File: src/sv/bhep_div.sv
// Restoring divider for the equaliser table build, one quotient bit per cycle.
// Used for the plateau and for each normalised pdf value. No dependencies.
module bhep_div #(
  parameter int DW = 37,
  parameter int VW = 29
) (
  input  logic          clk,
  input  logic          rst_n,
  input  logic          start,
  input  logic [DW-1:0] dividend,
  input  logic [VW-1:0] divisor,
  output logic          done,
  output logic [DW-1:0] quotient
);

  localparam int CW = $clog2(DW + 1);

  logic          busy_r;
  logic          done_r;
  logic [CW-1:0] cnt_r;
  logic [VW-1:0] rem_r;
  logic [VW-1:0] dvs_r;
  logic [DW-1:0] quo_r;
  logic [VW:0]   rem_sh;
  logic [VW:0]   rem_sub;
  logic          ge;

  // One restoring step: bring down the next dividend bit and try the subtract.
  assign rem_sh  = {rem_r, quo_r[DW-1]};
  assign ge      = rem_sh >= {1'b0, dvs_r};
  assign rem_sub = rem_sh - {1'b0, dvs_r};

  // Control: count the steps and flag the last one.
  always_ff @(posedge clk) begin
    if (!rst_n) begin
      busy_r <= 1'b0;
      done_r <= 1'b0;
      cnt_r  <= '0;
    end else begin
      done_r <= 1'b0;
      if (start) begin
        busy_r <= 1'b1;
        cnt_r  <= CW'(DW);
      end else if (busy_r) begin
        cnt_r <= cnt_r - 1'b1;
        if (cnt_r == CW'(1)) begin
          busy_r <= 1'b0;
          done_r <= 1'b1;
        end
      end
    end
  end

  // Datapath: the quotient register shifts the dividend out as quotient bits come in.
  always_ff @(posedge clk) begin
    if (start) begin
      rem_r <= '0;
      dvs_r <= divisor;
      quo_r <= dividend;
    end else if (busy_r) begin
      rem_r <= ge ? rem_sub[VW-1:0] : rem_sh[VW-1:0];
      quo_r <= {quo_r[DW-2:0], ge};
    end
  end

  assign done     = done_r;
  assign quotient = quo_r;

endmodule

File: config.mk
export PLATFORM = sky130hd
export DESIGN_NAME = bhep_div
export DESIGN_NICKNAME = d
export VERILOG_FILES = /design/src/sv/bhep_div.sv
export SDC_FILE = /design/constraint.sdc
export NUM_CORES = 1
export LEC_CHECK = 0
export BUFFER_PORTS_ARGS = -buffer_cell sky130_fd_sc_hd__buf_2
export CORE_MARGIN = 1
export CORE_UTILIZATION = 33
export CTS_CLUSTER_SIZE = 8
export DETAILED_ROUTE_END_ITERATION = 12
export PLACE_DENSITY_LB_ADDON = 0.08
export SYNTH_ARGS = -nofsm -noshare
export SYNTH_HDL_FRONTEND = slang
export SYNTH_SLANG_ARGS = --single-unit
File: constraint.sdc
create_clock -name clk -period 7.5 [get_ports clk]
set_input_delay 1.5 -clock clk [delete_from_list [all_inputs] [get_ports clk]]
set_output_delay 1.5 -clock clk [all_outputs]
set_load 0.03 [all_outputs]
==> flow_summary.yaml, run 1 <==
synthesis:
  synth_common_cells: "edfxtp_1 (66), nand2_1 (45), inv_1 (38), mux2_2 (38)"
  synth_nets: 654
  yosysTopAreaCellShare_pct: 33.9
  yosys_warnings: 0
  synth.most_common_cell: "edfxtp_1"
  synthFlopType: "edfxtp_1"
  avgSynthCellArea_um2: 10.6
  yosys_register_bits: 103
  postSynthCellCount: 553
  synthArstFlopShare_pct: 0
  ys_top_cells_by_area: "edfxtp_1 (34%), dfxtp_1 (13%), mux2_2 (7.3%), ha_1 (6.6%), a21oi_1 (2.9%)"
  syn_area_um2: 5850
  synth_top_cell_by_area: "edfxtp_1"
  yosysSeqAreaShare_pct: 46.6
  synth_edf_count: 66
  yosysUniqueCellTypes: 63
critical_path:
  crit_fanout: 16
  reg2reg_depth: 12
  start_kind: "flip-flop"
  reg2reg_from: "quotient[36]$_DFFE_PP_"
  r2r_end: "rem_r[25]$_SDFFE_PP0P_"
  criticalPathCategory: "reg2reg"
  arrival_ps: 3860
  path_cells: "inv_1, ha_1, inv_1, fa_1, a21o_1, a31oi_1, o21ba_2, o2111ai_1, a21oi_2, or2_1, nand2_1, a311oi_1"
  slowest_stage: "or2_1"
  crit_buf_inv: 2
  cp_common_cell: "inv_1"
  critPathCaptureType: "flip-flop"
  cp.required_ps: 7760
  cpPeakStageDelay_ps: 680
  critPathTopFamily: "compound AO/OA/AOI/OAI gates"
  rrSetupSlack_ps: 3900
timing:
  max_freq_mhz: 278
  fin_ws_ps: 3900
  period_share_pct: 48.0
  hold_viol_final: 0
  hold_slack_ps: 476
  slew_headroom_pct: 41.4
  setup_violations: 0
  clock_skew_ps: 11.9
  rsz0062_at_grt: "no"
  setup-tns-final_ps: 0
  min_period_ps: 3600
  final_max_slew_viol_count: 0
  tightest_slew_ps: 876
final_layout:
  diodes: 0
  area_growth_pct: 17.2
  instances_no_fill: 878
  final_nets: 749
  design_area_um2: 6860
  drive_above_1_share_pct: 26.2
  fill_cells: 1727
placed_design:
  gpl.final_weighted_congestion: 0.811
  pre_cts_slack_ps: 3970
  hpwl_um: 9510
  post-place-cells: 862
  dpl_cell_area_um2: 6550
  io_buffer_count: 106
global_routing:
  grt_pass1_vias: 4507
  antenna_found_initial: 0
  grt_max_degree: 62
  gr-total-overflow: 0
  track_usage_pct: 15.7
  grt_pass1_wl_um: 22500
cts:
  clk_latency_ps: 360
  clkTransAtPathRegs_ps: 80
  post_cts_buffers: 0
  cts_resized: 0
  cts_inserted_buffers: 9
  hold_buffers: 0
  cts_root_buf: "clkbuf_16"
  cts_tree: "built"
  cts.path.max_buffers: 2
  cts_num_sinks: 103
  htree_num_levels: 3
routing:
  vias: 4495
  finalWirelength_um: 13500
  dr.pass1.iters: 5
  ant_nets: 0
  vias_per_cell: 5.12
  first_iter_violations: 327
  wl_per_cell_um: 15.4
  drc_errors: 0
worst_hold_path:
  whs_path_depth: 2
  min_from: "rem_r[2]$_SDFFE_PP0P_"
  hp-class: "reg2reg"
  holdPathEnd: "rem_r[2]$_SDFFE_PP0P_"
power_and_ir_drop:
  power_density_nw_per_um2: 229
  p_leak_nw: 2.83
  vdd_drop_max_uv: 120
floorplan:
  floorplan.die_area_um2: 18300
  start_util_pct: 33.8
  rows: 48
  core_area_um2: 17300
  die_w_um: 135
  io_pins: 107
  die_y_um: 135
job:
  maxCapViolCount: 0
outcome:
  status: "completed"
through the flow:
step / total power [W] / util (%)
finish: 0.00157 / 39.6
CTS: 0.00160 / 39.6
floorplan: 0.000988 / -
global route: 0.00165 / 39.6
detailed placement: 0.00109 / 37.9
global placement: 0.00109 / 37.9
report_power, final:
part	internal [W]	switching [W]	total, W	leakage [nW]
clock	0.000266	0.000228	0.000494	0.150
sequential	0.000660	0.0000264	0.000687	0.960
combinational	0.000154	0.000234	0.000388	1.72
worst max-delay path by stage:
stage | startpoint | end | slack (ps) | cells after the start
2_1_floorplan | quotient[36]$_DFFE_PP_ | quotient[0]$_DFFE_PP_ | 4530 | 12
3_3_place_gp | quotient[36]$_DFFE_PP_ | rem_r[16]$_SDFFE_PP0P_ | 4110 | 12
3_5_place_dp | quotient[36]$_DFFE_PP_ | rem_r[25]$_SDFFE_PP0P_ | 3970 | 12
4_1_cts | quotient[36]$_DFFE_PP_ | rem_r[17]$_SDFFE_PP0P_ | 3930 | 12
5_1_grt | quotient[36]$_DFFE_PP_ | rem_r[17]$_SDFFE_PP0P_ | 3650 | 12
6_report | quotient[36]$_DFFE_PP_ | rem_r[25]$_SDFFE_PP0P_ | 3900 | 12
worst min-delay path: stages, from the launching register on:
cell and delay, ps:
dfxtp_1 330, nand2_1 50, o21ai_1 50
logic make-up after synthesis:
kind of cell | count (synthesis) | share of synthesized area, %
buffers and inverters | 63 | 4.73
XOR/XNOR | 27 | 4.04
multiplexers | 52 | 9.72
flip-flops | 103 | 46.6
AND/OR/NAND/NOR | 133 | 10.9
adder cells (fa/ha/maj) | 32 | 6.98
AO/OA/AOI/OAI | 143 | 17.1
flip-flops by register name (all words and copies together) (netlist names):
register	cells
busy_r	1
cnt_r	6
done	1
dvs_r	29
quotient	37
rem_r	29
metal layers:
| layer | global-route usage [%] | share of wire, % |
|---|---|---|
| met5 | 0 | 0 |
| met4 | 5.56 | 1.5 |
| met3 | 4.50 | 6.1 |
| met2 | 24.9 | 45 |
| met1 | 20.2 | 47 |
cell type report:
type                       instances  area [um2]  share of cell area [%]
sequential                       103        2720                    39.7
tap                              225         282                    4.11
clock buffer                      10         229                    3.34
clock inverter                     6        76.3                    1.11
multi-input combinational        387        2850                    41.5
timing repair buffer             109         556                    8.10
inverter                          38         143                    2.08
placed cells by master, fill, tap and decap left out, types with 6 or more instances in the layout:
cell type and count:
o21a_1 7, xor2_1 9, mux2_2 38, a21oi_1 34, nor2_1 37, buf_2 105
inv_1 38, a21o_1 11, a311oi_1 10, nand3_1 7, o211ai_1 6, dfxtp_1 37
o21ai_0 17, clkbuf_16 9, ha_1 31, mux2i_1 14, a211oi_1 16, nand2_1 45
and3_1 7, a31oi_1 6, xnor2_1 18, edfxtp_1 66
Power figures use the tool's default switching activity.
==> run 2: changes to the inputs <==
ABC_AREA = 1   (was not set)
clock period = 3 ns   (was 7.5 ns; I/O delays follow)
==> flow_summary.yaml, run 2 <==
outcome:
  status: "completed"
timing:
  max_freq_mhz: 402
  rsz0062_at_grt: "no"
  setup-tns-final_ps: 0
  hold_slack_ps: 407
  tightest_slew_ps: 640
  final_max_slew_viol_count: 0
  slew_headroom_pct: 57.1
  setup_violations: 0
  period_share_pct: 82.8
  clock_skew_ps: 11.6
  min_period_ps: 2490
  hold_viol_final: 0
synthesis:
  synth_common_cells: "nand2_1 (396), inv_1 (133), nor2_1 (103), edfxtp_1 (66), nand3_1 (49)"
  postSynthCellCount: 919
  avgSynthCellArea_um2: 6.94
  yosysUniqueCellTypes: 32
  yosys_warnings: 0
  yosys_register_bits: 103
  synth_nets: 1020
  synth_top_cell_by_area: "edfxtp_1"
  syn_area_um2: 6370
  synth.most_common_cell: "nand2_1"
  synthFlopType: "edfxtp_1"
  yosysTopAreaCellShare_pct: 31.1
  ys_top_cells_by_area: "edfxtp_1 (31%), nand2_1 (23%), dfxtp_1 (12%), inv_1 (7.8%), ha_1 (6.1%)"
  synthArstFlopShare_pct: 0
  yosysSeqAreaShare_pct: 42.7
  synth_edf_count: 66
routing:
  dr.pass1.iters: 4
  vias: 5673
  ant_nets: 0
  first_iter_violations: 242
  wl_per_cell_um: 13.1
  vias_per_cell: 4.40
  finalWirelength_um: 16800
  drc_errors: 0
cts:
  cts_root_buf: "clkbuf_16"
  cts_num_sinks: 103
  cts_resized: 0
  cts.path.max_buffers: 2
  cts_tree: "built"
  clk_latency_ps: 360
  clkTransAtPathRegs_ps: 80
  post_cts_buffers: 0
  hold_buffers: 0
  cts_inserted_buffers: 9
  htree_num_levels: 3
floorplan:
  core_area_um2: 18800
  die_w_um: 141
  floorplan.die_area_um2: 19900
  die_y_um: 141
  io_pins: 107
  rows: 50
  start_util_pct: 33.8
critical_path:
  start_kind: "flip-flop"
  critPathCaptureType: "flip-flop"
  cp.required_ps: 3260
  criticalPathCategory: "reg2reg"
  arrival_ps: 2740
  crit_fanout: 34
  reg2reg_depth: 17
placed_design:
  hpwl_um: 12600
  io_buffer_count: 106
  gpl.final_weighted_congestion: 0.892
power_and_ir_drop:
  vdd_drop_max_uv: 302
  p_sw_share_pct: 30.1
  p_leak_nw: 3.89
  p_comb_share_pct: 15.8
  p_clk_share_pct: 35.2
  seq_power_share_pct: 49.0
  power_density_nw_per_um2: 455
  power_w: 0.00340
  p_int_w: 0.00238
  p_sw_w: 0.00102
final_layout:
  final_cell_mix: "nand2_1 (396), inv_1 (133), buf_2 (106), nor2_1 (102), edfxtp_1 (66)"
  utilization_pct: 39.6
  final_nets: 1124
  area_growth_pct: 17.1
  multi_input_area_um2: 3040
  fill_cells: 2086
  regArea_um2: 2720
  final_common_cell: "nand2_1"
  drive_above_1_share_pct: 13.5
  largest_register_ffs: 37
job:
  maxCapViolCount: 0
worst_hold_path:
  hp-class: "in2reg"
  whs_path_depth: 1
global_routing:
  grt_pass1_vias: 5587
  track_usage_pct: 17.8
  gr-total-overflow: 0
  grt_max_degree: 52
  grt_pass1_wl_um: 27600
  antenna_found_initial: 0
run 2: cell count changes in the layout (fill, tap and decap cells not counted), sizes merged, moves of 13 or more:
cell	delta
nand2	+352
inv	+97
nor2	+70
nand3	+43
mux2	-38
a21oi	-16
a211oi	-15
mux2i	-14
o21ai	-13
run 2: cell type report:
cell class	instances	area share, %
clock inverter	6	0.771
timing repair buffer	113	7.81
inverter	135	6.79
antenna	1	0.0335
tap	260	4.36
clock buffer	10	3.07
sequential	103	36.5
multi-input combinational	661	40.7
run 2: through the flow:
| stage | cells | setup slack [ps] | instance area [um2] |
|---|---|---|---|
| global placement | 1272 | 612 | 7180 |
| global route | 1288 | 188 | 7460 |
| CTS | 1288 | 512 | 7460 |
| finish | 1289 | 515 | 7470 |
| floorplan | 919 | 589 | 6370 |
| detailed placement | 1272 | 532 | 7180 |
run 2: routing by layer:
layer	vias up	global-route usage, %	part of all wire [%]
met4	0	6.01	1.8
met1	2511	23.2	49
met2	93	28.5	44
met5	-	0	0
met3	20	4.86	4.9
li1	3049	-	-
run 2: cell families after synthesis:
kind of cell,synth area share [%]
AND/OR/NAND/NOR,36.6
AO/OA/AOI/OAI,2.83
flip-flops,42.7
buffers and inverters,9.64
XOR/XNOR,1.79
adder cells (fa/ha/maj),6.40
run 2: worst paths after layout:
path | slack, ps | to | from
max reg2reg | 510 | rem_r[19]$_SDFFE_PP0P_ | quotient[36]$_DFFE_PP_
max | 510 | rem_r[19]$_SDFFE_PP0P_ | quotient[36]$_DFFE_PP_
min reg2reg | 470 | rem_r[10]$_SDFFE_PP0P_ | rem_r[10]$_SDFFE_PP0P_
min | 410 | dvs_r[8]$_DFFE_PP_ | divisor[8]
run 2: power groups by stage:
stage / Combinational [W] / Sequential (W) / Clock (W)
after global routing: 0.000603 / 0.00168 / 0.00128
after CTS: 0.000546 / 0.00167 / 0.00125
final: 0.000538 / 0.00167 / 0.00120
after floorplan: 0.000252 / 0.00180 / 0
after global placement: 0.000546 / 0.00170 / 0
after detailed placement: 0.000545 / 0.00170 / 0
run 2: critical path, cell delays in order (launching register included):
cell,delay (ps)
edfxtp_1,380
inv_1,90
ha_1,170
inv_1,70
fa_1,400
nand2_1,90
nand3_1,100
nand3_1,90
nand2_1,120
nand2_1,80
nand2_1,90
nand2_1,80
nand3_2,60
buf_4,260
nor2_1,140
nor2_1,50
nand2_1,60
nand2_1,40
==> run 3: changes to the inputs <==
clock period = 2 ns   (was 3 ns; I/O delays follow)
==> flow_summary.yaml, run 3 (synthesis results as in run 2) <==
power_and_ir_drop:
  power_density_nw_per_um2: 614
  seq_power_share_pct: 46.7
  vdd_drop_max_uv: 389
  p_sw_share_pct: 30.7
  p_leak_nw: 4.64
  p_int_w: 0.00371
  p_sw_w: 0.00164
  p_comb_share_pct: 17.8
  p_clk_share_pct: 35.5
routing:
  vias_per_cell: 4.33
  vias: 6129
  ant_nets: 0
  drc_errors: 0
  finalWirelength_um: 17800
  wl_per_cell_um: 12.6
  first_iter_violations: 288
  dr.pass1.iters: 4
critical_path:
  start_kind: "flip-flop"
  crit_fanout: 8
  arrival_ps: 2500
  cp.required_ps: 2260
  path_cells: "inv_2, ha_4, inv_2, fa_2, nand2_2, nand3_2, nand3_2, nand2_2, nand2_2, nand2_2, nand2_2, nand3_4, buf_12, buf_12, nor2_1, nor2_1, nand2_1, nand2_1"
  cpPeakStageDelay_ps: 410
  critPathTopFamily: "simple AND/OR/NAND/NOR gates"
  criticalPathCategory: "reg2reg"
  slowest_stage: "edfxtp_1"
  cp_common_cell: "nand2_2"
  crit_buf_inv: 4
  critPathCaptureType: "flip-flop"
global_routing:
  grt_pass1_wl_um: 29700
  antenna_found_initial: 0
  track_usage_pct: 19.2
  grt_max_degree: 46
  gr-total-overflow: 0
  grt_pass1_vias: 6042
final_layout:
  fill_cells: 1971
  instances_no_fill: 1417
  largest_register_ffs: 37
  final_nets: 1253
  area_growth_pct: 36.9
  final_cell_mix: "nand2_1 (388), inv_1 (131), buf_4 (125), buf_2 (106), nor2_1 (85)"
  final_common_cell: "nand2_1"
  design_area_um2: 8720
  drive_above_1_share_pct: 26.4
  diodes: 0
cts:
  htree_num_levels: 3
  cts_tree: "built"
  cts_num_sinks: 103
  cts_root_buf: "clkbuf_16"
  hold_buffers: 0
  clkTransAtPathRegs_ps: 90
  cts.path.max_buffers: 2
  clk_latency_ps: 370
  cts_inserted_buffers: 9
floorplan:
  core_area_um2: 18800
  rows: 50
  floorplan.die_area_um2: 19900
  die_y_um: 141
  start_util_pct: 33.8
  die_w_um: 141
  io_pins: 107
timing:
  setup_violations: 30
  rsz0062_at_grt: "yes"
  tightest_slew_ps: 382
  min_period_ps: 2240
  hold_slack_ps: 194
  setup-tns-final_ps: -6250
  max_freq_mhz: 447
  clock_skew_ps: 17.7
  slew_headroom_pct: 74.5
  period_share_pct: 112
  fin_ws_ps: -237
  hold_viol_final: 0
  final_max_slew_viol_count: 0
worst_hold_path:
  hp-class: "in2reg"
outcome:
  status: "finished, violations left"
  violations: "negative setup slack"
placed_design:
  dpl_cell_area_um2: 8110
  post-place-cells: 1387
  io_buffer_count: 106
  hpwl_um: 13400
  gpl.final_weighted_congestion: 0.864
  pre_cts_slack_ps: -293
job:
  maxCapViolCount: 0
[run 3: cell count changes in the layout (fill, tap and decap cells not counted), moves of 3 or more]
cell	previous run	this run
buf_12	0	5
buf_4	7	125
buf_6	0	4
clkinv_8	0	3
nand2_1	396	388
nand2_2	1	9
nand3_1	49	45
nor2_1	102	85
nor2_2	6	21
[run 3: layout make-up]
class                      count  area [um2]  area share, %
inverter                     135         507           5.81
clock inverter                 7        91.3           1.05
multi-input combinational    661        3180           36.4
clock buffer                   9         225           2.58
sequential                   103        2720           31.2
timing repair buffer         242        1670           19.2
tap                          260         325           3.73
[run 3: timing repair]
item                                    in CTS  in global routing
setup buffers                                9                  3
endpoints found under the setup margin      30                 30
gates cloned                                 2                  0
pin swaps                                   12                 11
gates resized for setup                     28                 15
[run 3: path summary, 6_finish.rpt]
kind,slack (ps),startpoint,cells past startpoint,to
worst max-delay path,-240,quotient[36]$_DFFE_PP_,18,rem_r[10]$_SDFFE_PP0P_
worst min-delay path,190,divisor[0],1,dvs_r[0]$_DFFE_PP_
worst max register to register,-240,quotient[36]$_DFFE_PP_,18,rem_r[10]$_SDFFE_PP0P_
worst min register to register,480,rem_r[28]$_SDFFE_PP0P_,2,rem_r[28]$_SDFFE_PP0P_
[run 3: through the flow]
step / power [W] / util, %
floorplan: 0.00308 / -
global placement: 0.00348 / 43.1
detailed placement: 0.00348 / 43.1
CTS: 0.00542 / 46.0
global route: 0.00562 / 46.3
finish: 0.00535 / 46.3
[run 3: layer usage]
layer / track usage [%] / vias to the layer above / wire length (um)
li1: - / 3300 / -
met1: 25.5 / 2674 / 8530
met2: 30.2 / 132 / 7940
met3: 4.82 / 23 / 1010
met4: 6.64 / 0 / 333
met5: 0 / - / 0
[run 3: power by group through the flow]
stage	registers (W)	clock network, W	logic [W]
6_report	0.00250	0.00190	0.000955
5_1_grt	0.00252	0.00204	0.00106
3_3_place_gp	0.00255	0	0.000935
2_1_floorplan	0.00270	0	0.000382
3_5_place_dp	0.00254	0	0.000937
4_1_cts	0.00250	0.00197	0.000955
